$ cat src/smat_pkg.sv
// ============================================================================
// smat_pkg
// Shared constants, codes, types and helpers for the small matrix unit.
// ============================================================================
package smat_pkg;

  localparam int MAX_DIM = 4;
  localparam int CELLS   = MAX_DIM * MAX_DIM;
  localparam int IDX_W   = (MAX_DIM > 1) ? $clog2(MAX_DIM) : 1;
  localparam int ADDR_W  = (CELLS > 1) ? $clog2(CELLS) : 1;
  localparam int DIM_W   = 3;
  localparam int DATA_W  = 32;
  localparam int REQ_W   = 3;

  localparam logic [REQ_W-1:0] REQ_LOAD_A    = 3'd0;
  localparam logic [REQ_W-1:0] REQ_LOAD_B    = 3'd1;
  localparam logic [REQ_W-1:0] REQ_SUM       = 3'd2;
  localparam logic [REQ_W-1:0] REQ_MUL       = 3'd3;
  localparam logic [REQ_W-1:0] REQ_TRANSPOSE = 3'd4;

  typedef logic [IDX_W-1:0]  idx_t;
  typedef logic [ADDR_W-1:0] addr_t;
  typedef logic [DIM_W-1:0]  dim_t;
  typedef logic [DATA_W-1:0] word_t;
  typedef logic [REQ_W-1:0]  req_t;

  typedef struct packed {
    logic  en;
    logic  sel_b;
    addr_t addr;
    word_t data;
  } mem_wr_t;

  typedef struct packed {
    logic  en;
    addr_t a_addr;
    addr_t b_addr;
  } mem_rd_t;

  typedef struct packed {
    logic valid;
    req_t op;
    dim_t rows;
    dim_t cols;
  } op_start_t;

  function automatic dim_t clamp_dim(input dim_t v);
    dim_t r;
    r = v;
    if (v == '0) begin
      r = DIM_W'(1);
    end else if (v > DIM_W'(MAX_DIM)) begin
      r = DIM_W'(MAX_DIM);
    end
    return r;
  endfunction

  function automatic addr_t cell_addr(input idx_t r, input idx_t c);
    return ADDR_W'(r) * ADDR_W'(MAX_DIM) + ADDR_W'(c);
  endfunction

endpackage

$ cat src/smat_if.sv
// ============================================================================
// smat_in_if / smat_out_if
// Valid/ready channels for request beats and result beats.
// ============================================================================
interface smat_in_if;
  import smat_pkg::*;

  logic         valid;
  logic         ready;
  req_t         req_type;
  idx_t         row_index;
  idx_t         col_index;
  logic signed [DATA_W-1:0] element_value;

  modport source (output valid, req_type, row_index, col_index, element_value,
                  input ready);
  modport sink   (input valid, req_type, row_index, col_index, element_value,
                  output ready);
endinterface

interface smat_out_if;
  import smat_pkg::*;

  logic         valid;
  logic         ready;
  idx_t         result_row;
  idx_t         result_col;
  logic signed [DATA_W-1:0] result_value;
  logic         last_result;

  modport source (output valid, result_row, result_col, result_value, last_result,
                  input ready);
  modport sink   (input valid, result_row, result_col, result_value, last_result,
                  output ready);
endinterface

$ cat src/smat_mem.sv
// ============================================================================
// smat_mem
// Element stores for matrices A and B, one write and one registered read each.
// ============================================================================
module smat_mem (
  input  logic              clk,
  input  smat_pkg::mem_wr_t wr,
  input  smat_pkg::mem_rd_t rd,
  output smat_pkg::word_t   a_rdata_r,
  output smat_pkg::word_t   b_rdata_r
);
  import smat_pkg::*;

  word_t a_mem [CELLS];
  word_t b_mem [CELLS];

  always_ff @(posedge clk) begin
    if (wr.en && !wr.sel_b) begin
      a_mem[wr.addr] <= wr.data;
    end
    if (rd.en) begin
      a_rdata_r <= a_mem[rd.a_addr];
    end
  end

  always_ff @(posedge clk) begin
    if (wr.en && wr.sel_b) begin
      b_mem[wr.addr] <= wr.data;
    end
    if (rd.en) begin
      b_rdata_r <= b_mem[rd.b_addr];
    end
  end

endmodule

$ cat src/smat_seq.sv
// ============================================================================
// smat_seq
// Walks the result elements, reads the stores, multiplies, adds or passes A
// through, and accumulates into the result register.
// ============================================================================
module smat_seq (
  input  logic                clk,
  input  logic                rst_n,
  input  smat_pkg::op_start_t start,
  output logic                busy,
  output smat_pkg::mem_rd_t   rd,
  input  smat_pkg::word_t     a_rdata_r,
  input  smat_pkg::word_t     b_rdata_r,
  smat_out_if.source          out_ch
);
  import smat_pkg::*;

  logic  stall;

  logic  active_r;
  req_t  op_r;
  idx_t  i_r, j_r, k_r;
  idx_t  outer_m1_r, inner_m1_r, kmax_r;
  dim_t  rows_c, cols_c;
  idx_t  rows_m1, cols_m1;
  logic  k_end, j_end, i_end;
  idx_t  a_row, a_col, b_row, b_col;

  logic  s1_v_r, s1_first_r, s1_last_r, s1_end_r;
  req_t  s1_op_r;
  idx_t  s1_i_r, s1_j_r;

  logic  s2_v_r, s2_first_r, s2_last_r, s2_end_r;
  idx_t  s2_i_r, s2_j_r;
  word_t s2_val_r;
  word_t s1_val;

  word_t acc_r;
  word_t acc_sum;

  logic  out_v_r;
  idx_t  out_row_r, out_col_r;
  word_t out_val_r;
  logic  out_last_r;

  assign stall = out_v_r && !out_ch.ready;
  assign busy  = active_r;

  assign rows_c  = clamp_dim(start.rows);
  assign cols_c  = clamp_dim(start.cols);
  assign rows_m1 = IDX_W'(rows_c - DIM_W'(1));
  assign cols_m1 = IDX_W'(cols_c - DIM_W'(1));

  assign k_end = (k_r == kmax_r);
  assign j_end = (j_r == inner_m1_r);
  assign i_end = (i_r == outer_m1_r);

  always_comb begin
    a_row = i_r;
    a_col = j_r;
    b_row = i_r;
    b_col = j_r;
    unique case (op_r)
      REQ_MUL: begin
        a_col = k_r;
        b_row = k_r;
      end
      REQ_TRANSPOSE: begin
        a_row = j_r;
        a_col = i_r;
      end
      default: begin
      end
    endcase
  end

  assign rd.en     = active_r && !stall;
  assign rd.a_addr = cell_addr(a_row, a_col);
  assign rd.b_addr = cell_addr(b_row, b_col);

  always_ff @(posedge clk) begin
    if (!rst_n) begin
      active_r <= 1'b0;
    end else if (start.valid) begin
      active_r <= 1'b1;
    end else if (active_r && !stall && k_end && j_end && i_end) begin
      active_r <= 1'b0;
    end
  end

  always_ff @(posedge clk) begin
    if (start.valid) begin
      op_r       <= start.op;
      i_r        <= '0;
      j_r        <= '0;
      k_r        <= '0;
      outer_m1_r <= (start.op == REQ_TRANSPOSE) ? cols_m1 : rows_m1;
      inner_m1_r <= (start.op == REQ_TRANSPOSE) ? rows_m1 : cols_m1;
      kmax_r     <= (start.op == REQ_MUL) ? cols_m1 : '0;
    end else if (active_r && !stall) begin
      if (k_end) begin
        k_r <= '0;
        if (j_end) begin
          j_r <= '0;
          i_r <= i_r + IDX_W'(1);
        end else begin
          j_r <= j_r + IDX_W'(1);
        end
      end else begin
        k_r <= k_r + IDX_W'(1);
      end
    end
  end

  always_ff @(posedge clk) begin
    if (!rst_n) begin
      s1_v_r <= 1'b0;
      s2_v_r <= 1'b0;
    end else if (!stall) begin
      s1_v_r <= active_r;
      s2_v_r <= s1_v_r;
    end
  end

  always_ff @(posedge clk) begin
    if (!stall) begin
      s1_op_r    <= op_r;
      s1_i_r     <= i_r;
      s1_j_r     <= j_r;
      s1_first_r <= (k_r == '0);
      s1_last_r  <= k_end;
      s1_end_r   <= k_end && j_end && i_end;
    end
  end

  always_comb begin
    unique case (s1_op_r)
      REQ_SUM: s1_val = a_rdata_r + b_rdata_r;
      REQ_MUL: s1_val = a_rdata_r * b_rdata_r;
      default: s1_val = a_rdata_r;
    endcase
  end

  always_ff @(posedge clk) begin
    if (!stall) begin
      s2_val_r   <= s1_val;
      s2_i_r     <= s1_i_r;
      s2_j_r     <= s1_j_r;
      s2_first_r <= s1_first_r;
      s2_last_r  <= s1_last_r;
      s2_end_r   <= s1_end_r;
    end
  end

  assign acc_sum = (s2_first_r ? '0 : acc_r) + s2_val_r;

  always_ff @(posedge clk) begin
    if (s2_v_r && !stall) begin
      acc_r <= acc_sum;
    end
  end

  always_ff @(posedge clk) begin
    if (!rst_n) begin
      out_v_r <= 1'b0;
    end else if (!stall) begin
      out_v_r <= s2_v_r && s2_last_r;
    end
  end

  always_ff @(posedge clk) begin
    if (s2_v_r && s2_last_r && !stall) begin
      out_row_r  <= s2_i_r;
      out_col_r  <= s2_j_r;
      out_val_r  <= acc_sum;
      out_last_r <= s2_end_r;
    end
  end

  assign out_ch.valid        = out_v_r;
  assign out_ch.result_row   = out_row_r;
  assign out_ch.result_col   = out_col_r;
  assign out_ch.result_value = out_val_r;
  assign out_ch.last_result  = out_last_r;

  a_no_start_when_busy: assert property (@(posedge clk) disable iff (!rst_n)
    start.valid |-> !active_r)
    else $error("operation started while the walk is still running");

  a_k_in_range: assert property (@(posedge clk) disable iff (!rst_n)
    active_r |-> (k_r <= kmax_r))
    else $error("inner index beyond the multiply length");

  a_single_step_ops: assert property (@(posedge clk) disable iff (!rst_n)
    (s1_v_r && s1_op_r != REQ_MUL) |-> (s1_first_r && s1_last_r))
    else $error("sum or transpose element spans more than one step");

  a_stall_holds_out: assert property (@(posedge clk) disable iff (!rst_n)
    (s2_v_r && $past(stall)) |-> $stable(s2_val_r))
    else $error("pipeline moved during an output stall");

endmodule

$ cat src/small_matrix_add_mul_transpose.sv
// ============================================================================
// small_matrix_add_mul_transpose
// Small matrix unit: loads elements of A and B, emits A+B, A*B or A^T.
// ============================================================================
//  Channel   Dir  Handshake           Beat contents
//  in_ch     in   valid/ready         req_type, row_index, col_index, element_value
//  out_ch    out  valid/ready         result_row, result_col, result_value, last_result
//  cfg_*     in   APB psel/penable    row_count at 0x0, col_count at 0x4
//
//  A load beat writes one store entry.
//  An operation issues one store read pair per cycle unless a result stalls:
//  rows*cols pairs for sum and transpose, rows*cols*cols for multiply.
//  The rate is set by the single read port of each store feeding one multiply-add.
//  No request beat is taken while an operation is still issuing reads.
//  A stalled result stops the whole pipeline. Reset clears control only.
// ============================================================================
module small_matrix_add_mul_transpose (
  input  logic              clk,
  input  logic              rst_n,
  smat_in_if.sink           in_ch,
  smat_out_if.source        out_ch,
  input  logic              cfg_psel,
  input  logic              cfg_penable,
  input  logic              cfg_pwrite,
  input  logic [2:0]        cfg_paddr,
  input  logic [31:0]       cfg_pwdata,
  output logic [31:0]       cfg_prdata,
  output logic              cfg_pready
);
  import smat_pkg::*;

  localparam logic REG_ROW_COUNT = 1'b0;
  localparam logic REG_COL_COUNT = 1'b1;

  dim_t      row_count_r;
  dim_t      col_count_r;
  logic      cfg_wr;
  logic      in_acc;
  logic      busy;
  mem_wr_t   wr;
  mem_rd_t   rd;
  op_start_t start;
  word_t     a_rdata_r;
  word_t     b_rdata_r;

  assign cfg_pready = 1'b1;
  assign cfg_wr     = cfg_psel && cfg_penable && cfg_pwrite && cfg_pready;

  always_ff @(posedge clk) begin
    if (!rst_n) begin
      row_count_r <= DIM_W'(3);
      col_count_r <= DIM_W'(3);
    end else if (cfg_wr) begin
      unique case (cfg_paddr[2])
        REG_ROW_COUNT: row_count_r <= cfg_pwdata[DIM_W-1:0];
        REG_COL_COUNT: col_count_r <= cfg_pwdata[DIM_W-1:0];
        default: begin
        end
      endcase
    end
  end

  assign cfg_prdata = (cfg_paddr[2] == REG_COL_COUNT) ? 32'(col_count_r) : 32'(row_count_r);

  assign in_ch.ready = !busy;
  assign in_acc      = in_ch.valid && in_ch.ready;

  assign wr.en    = in_acc && (in_ch.req_type == REQ_LOAD_A || in_ch.req_type == REQ_LOAD_B);
  assign wr.sel_b = (in_ch.req_type == REQ_LOAD_B);
  assign wr.addr  = cell_addr(in_ch.row_index, in_ch.col_index);
  assign wr.data  = in_ch.element_value;

  assign start.valid = in_acc && (in_ch.req_type == REQ_SUM || in_ch.req_type == REQ_MUL ||
                                  in_ch.req_type == REQ_TRANSPOSE);
  assign start.op    = in_ch.req_type;
  assign start.rows  = row_count_r;
  assign start.cols  = col_count_r;

  smat_mem u_mem (
    .clk       (clk),
    .wr        (wr),
    .rd        (rd),
    .a_rdata_r (a_rdata_r),
    .b_rdata_r (b_rdata_r)
  );

  smat_seq u_seq (
    .clk       (clk),
    .rst_n     (rst_n),
    .start     (start),
    .busy      (busy),
    .rd        (rd),
    .a_rdata_r (a_rdata_r),
    .b_rdata_r (b_rdata_r),
    .out_ch    (out_ch)
  );

endmodule

$ cat src/flat_wrapper.sv
// flat-port wrapper written by rule: the top's interface ports become plain ports
module small_matrix_add_mul_transpose_flat import smat_pkg::*;
  (clk, rst_n, cfg_psel, cfg_penable, cfg_pwrite, cfg_paddr, cfg_pwdata, cfg_prdata, cfg_pready, in_ch_valid, in_ch_req_type, in_ch_row_index, in_ch_col_index, in_ch_element_value, in_ch_ready, out_ch_valid, out_ch_result_row, out_ch_result_col, out_ch_result_value, out_ch_last_result, out_ch_ready);
  smat_in_if in_ch_i ();
  smat_out_if out_ch_i ();
  input  logic clk;
  input  logic rst_n;
  input  logic cfg_psel;
  input  logic cfg_penable;
  input  logic cfg_pwrite;
  input  logic [2:0] cfg_paddr;
  input  logic [31:0] cfg_pwdata;
  output logic [31:0] cfg_prdata;
  output logic cfg_pready;
  input wire logic [$bits(in_ch_i.valid)-1:0] in_ch_valid;
  input wire logic [$bits(in_ch_i.req_type)-1:0] in_ch_req_type;
  input wire logic [$bits(in_ch_i.row_index)-1:0] in_ch_row_index;
  input wire logic [$bits(in_ch_i.col_index)-1:0] in_ch_col_index;
  input wire logic [$bits(in_ch_i.element_value)-1:0] in_ch_element_value;
  output wire logic [$bits(in_ch_i.ready)-1:0] in_ch_ready;
  output wire logic [$bits(out_ch_i.valid)-1:0] out_ch_valid;
  output wire logic [$bits(out_ch_i.result_row)-1:0] out_ch_result_row;
  output wire logic [$bits(out_ch_i.result_col)-1:0] out_ch_result_col;
  output wire logic [$bits(out_ch_i.result_value)-1:0] out_ch_result_value;
  output wire logic [$bits(out_ch_i.last_result)-1:0] out_ch_last_result;
  input wire logic [$bits(out_ch_i.ready)-1:0] out_ch_ready;
  assign in_ch_i.valid = in_ch_valid;
  assign in_ch_i.req_type = in_ch_req_type;
  assign in_ch_i.row_index = in_ch_row_index;
  assign in_ch_i.col_index = in_ch_col_index;
  assign in_ch_i.element_value = in_ch_element_value;
  assign in_ch_ready = in_ch_i.ready;
  assign out_ch_valid = out_ch_i.valid;
  assign out_ch_result_row = out_ch_i.result_row;
  assign out_ch_result_col = out_ch_i.result_col;
  assign out_ch_result_value = out_ch_i.result_value;
  assign out_ch_last_result = out_ch_i.last_result;
  assign out_ch_i.ready = out_ch_ready;
  small_matrix_add_mul_transpose u_core (.clk(clk), .rst_n(rst_n), .in_ch(in_ch_i), .out_ch(out_ch_i), .cfg_psel(cfg_psel), .cfg_penable(cfg_penable), .cfg_pwrite(cfg_pwrite), .cfg_paddr(cfg_paddr), .cfg_pwdata(cfg_pwdata), .cfg_prdata(cfg_prdata), .cfg_pready(cfg_pready));
endmodule
$ cat config.mk
export PLATFORM = sky130hd
export DESIGN_NAME = small_matrix_add_mul_transpose_flat
export DESIGN_NICKNAME = d
export VERILOG_FILES = /design/src/smat_pkg.sv /design/src/smat_if.sv /design/src/smat_mem.sv /design/src/smat_seq.sv /design/src/small_matrix_add_mul_transpose.sv /design/src/flat_wrapper.sv
export SDC_FILE = /design/constraint.sdc
export NUM_CORES = 2
export LEC_CHECK = 0
export BUFFER_PORTS_ARGS = -buffer_cell sky130_fd_sc_hd__buf_2
export CELL_PAD_IN_SITES_DETAIL_PLACEMENT = 1
export CELL_PAD_IN_SITES_GLOBAL_PLACEMENT = 1
export CORE_ASPECT_RATIO = 0.9
export CORE_MARGIN = 4
export CORE_UTILIZATION = 45
export CTS_CLUSTER_DIAMETER = 200
export DETAILED_ROUTE_END_ITERATION = 8
export PLACE_DENSITY = 0.79
export SLEW_MARGIN = 20
export SYNTH_ARGS = -nofsm -noshare
export SYNTH_HDL_FRONTEND = slang
export SYNTH_SLANG_ARGS = --single-unit
$ cat constraint.sdc
create_clock -name clk -period 15.67 [get_ports clk]
set_input_delay 1.567 -clock clk [delete_from_list [all_inputs] [get_ports clk]]
set_output_delay 1.567 -clock clk [all_outputs]
set_load 0.02 [all_outputs]
==> key figures <==
Yosys
  • Register area share after synthesis: 0.558
  • Top cell type's share of synthesized area: 0.553
  • Post-synth EDFFs: around 1,200
  • Largest cells by area after synthesis: edfxtp_1 55%, fa_1 12%, mux4_2 5.5%
  • Yosys warns: 0
  • Cells after Synth: around 4,600
  • Yosys top cell by area: edfxtp_1
  • Cell with the most instances after synthesis: edfxtp_1
  • Yosys cell types: between 70 and 80
  • Most frequent cells after synthesis: 1,215 x edfxtp_1, 410 x fa_1, 410 x inv_1
  • Top_reg_cell synth: edfxtp_1
  • Post-Syn Area: approximately 66,000 sq um
  • Syn_area_per_cell: 14.4 sq um
  • Seq cells post-synth: approximately 1,200
  • Asr flop ratio synth: 0

Setup path
  • Worst setup EP type: flop
  • Arr. time, crit path: between 8000 and 9000 ps
  • Crit path required time: 16,270 ps
  • Kind of critical path: flop to flop
  • CP Launch Type: flop
  • Crit-path max FO: 17

Drt
  • DRC Markers: 0
  • Post-DRT Antenna Nets: 0
  • WL/cell: roughly 27 um
  • Total Wirelength: between 150,000 and 200,000 um
  • Pre-antenna DRT Iters: 5
  • Routed vias: roughly 40,000
  • Vias per Instance: just under 6
  • 1st-iter DRT viols: 3,617

Cells and area
  • Synthesis-to-layout area growth: 10.1%
  • Final net count: 5,347
  • Fraction of layout cells with a size suffix above 1: 0.129
  • Filler cells: 14,246

STA
  • Sum of negative setup slack: 0 ps
  • RSZ-0062 raised after global routing: no
  • Max frequency: about 0.13 GHz
  • Min Tclk post-route: just under 8000 ps
  • Worst Tran Pin Value: between 1000 and 1500 ps
  • Setup WS post-layout: just under 8000 ps
  • Clk_skew: 83.2 ps
  • Slew headroom: 0.323
  • Fin crit share: 0.498
  • Slew Viols, Final: 0
  • Final Hold Viols: 0
  • Setup violations, final: 0

Floorplan
  • Starting density of the core: 0.456
  • IO Pins: ~150
  • Die X: between 400 and 500 um
  • Core Area: 145,000 sq um
  • Die H: around 370 um
  • Die area: 153,000 sq um
  • Row cnt: between 100 and 150

Run
  • Max cap viols: 0

Placed design
  • Port Buffer Count: 91
  • GPL Wtd Cong: about 0.84
  • DP HPWL: 114,000 um
  • Setup WS pre-CTS: between 7000 and 8000 ps

GRT
  • First-pass GRT wire length: ~270,000 um
  • Gr ovfl total: 0
  • Initial antenna violation count: 14
  • Total routing usage reported by global routing: 0.240
  • Vias in the first global route: ~42,000
  • Largest net degree at the start of global routing: 166

CTS
  • CTS buffer count: between 100 and 150
  • Setup Buffers After CTS: 0
  • Sink Count: ~1,200
  • Clock transition at path regs: 70 ps
  • Skew-Pair Late Insertion Delay: 760 ps
  • Clock buffer depth: 3
  • CTS resizes: 0
  • CTS tree: done
  • Root Driver: clkbuf_16
  • H-Tree Depth: 3
  • # hold bufs at CTS: 0

Run status
  • Status: completed

Worst hold path
  • Hold crit path type: flop to flop
[worst paths after layout]
path         slack [ps]  depth (start not counted)                        end                        from
min                 380                          0     u_core.u_seq.s2_j_r[1]      u_core.u_seq.s1_j_r[1]
max                7870                         22  u_core.u_seq.s2_val_r[30]  u_core.u_mem.a_rdata_r[17]
min reg2reg         380                          0     u_core.u_seq.s2_j_r[1]      u_core.u_seq.s1_j_r[1]
max reg2reg        7870                         22  u_core.u_seq.s2_val_r[30]  u_core.u_mem.a_rdata_r[17]
[cell usage in the layout (no fill, tap or decap), types with 23 or more instances in the layout]
cell type | Yosys | final
mux4_2 | 160 | 160
buf_2 | 19 | 91
clkbuf_16 | 0 | 116
clkinv_1 | 1 | 24
mux2i_1 | 145 | 143
o211ai_1 | 38 | 38
a21o_1 | 39 | 39
nor2b_1 | 41 | 41
nor2_4 | 0 | 24
clkbuf_1 | 167 | 27
a211oi_1 | 77 | 77
nand2_1 | 401 | 401
o21ai_1 | 70 | 70
and2_1 | 307 | 307
clkinv_2 | 0 | 27
nor2_1 | 123 | 98
fa_1 | 410 | 410
a21oi_1 | 129 | 127
ha_1 | 186 | 186
conb_1 | 2 | 30
edfxtp_1 | 1215 | 1215
mux2_2 | 45 | 45
xnor2_1 | 106 | 106
nand2b_1 | 25 | 23
xor2_1 | 42 | 42
inv_1 | 410 | 409
mux2_1 | 85 | 85
buf_4 | 42 | 93
o21ai_0 | 99 | 99
[worst max-delay path, cell delays in order (launching register included)]
cell and delay (ps):
edfxtp_1 790, and2_1 330, fa_1 530, inv_1 50, fa_1 490, fa_1 450
fa_1 550, inv_1 60, fa_1 500, fa_1 570, fa_1 440, fa_1 470
ha_1 370, a21o_1 200, a21oi_1 140, o21bai_1 110, a211oi_1 280, o31a_1 200
o311a_1 220, nor3_4 70, a2111o_1 420, a31oi_1 270, a211o_1 150
[per-stage QoR]
step,cells,util,cell area [sq um],hold slack (ps)
floorplan,4616,-,66100,400
global placement,6496,0.476,68900,402
detailed placement,6496,0.476,68900,410
CTS,6709,0.502,72600,376
global route,6711,0.502,72600,373
finish,6717,0.502,72600,380
[metal layers]
metal | wire, um | track usage | up-vias
li1 | - | - | 16428
met1 | 73500 | 0.323 | 20499
met2 | 90200 | 0.404 | 1537
met3 | 12900 | 0.0385 | 376
met4 | 5880 | 0.0747 | 6
met5 | 41 | 0 | -
[cells by family (layout without fill, tap and decap cells)]
logic type                 Yosys count  after routing  synth area share
AOI/OAI and AO/OA                  533            533            0.0502
xor gates and xnor gates           148            148            0.0197
adders and majority gates          596            596             0.160
buffers and inverters              664            814            0.0407
DFF                               1231           1231             0.558
muxes                              435            435            0.0988
other                                2             38          0.000114
and+or+nand+nor                    979            979            0.0726
[flip-flops by register name, summed over array words and instances (netlist names), 3 cells and up]
name	count
u_core.u_seq.op_r	3
u_core.u_mem.a_mem	512
u_core.u_mem.a_rdata_r	32
u_core.u_seq.acc_r	32
u_core.col_count_r	3
u_core.u_seq.s2_val_r	32
u_core.row_count_r	3
u_core.u_mem.b_mem	512
u_core.u_seq.s1_op_r	3
u_core.u_mem.b_rdata_r	32
u_core.u_seq.out_ch.result_value	32
[cell type report]
cell class,count,area [sq um],share of cell area
sequential,1231,36800,0.507
antenna,8,20.0,0.000276
multi-input combinational,2721,26900,0.370
clock inverter,65,583,0.00803
timing repair buffer,188,1230,0.0170
clock buffer,148,3070,0.0423
tap,1943,2430,0.0335
inverter,413,1550,0.0214
Power is left out: the tool's default activity adds up to more than one toggle a clock period on the data nets, which glitch-free logic cannot reach.
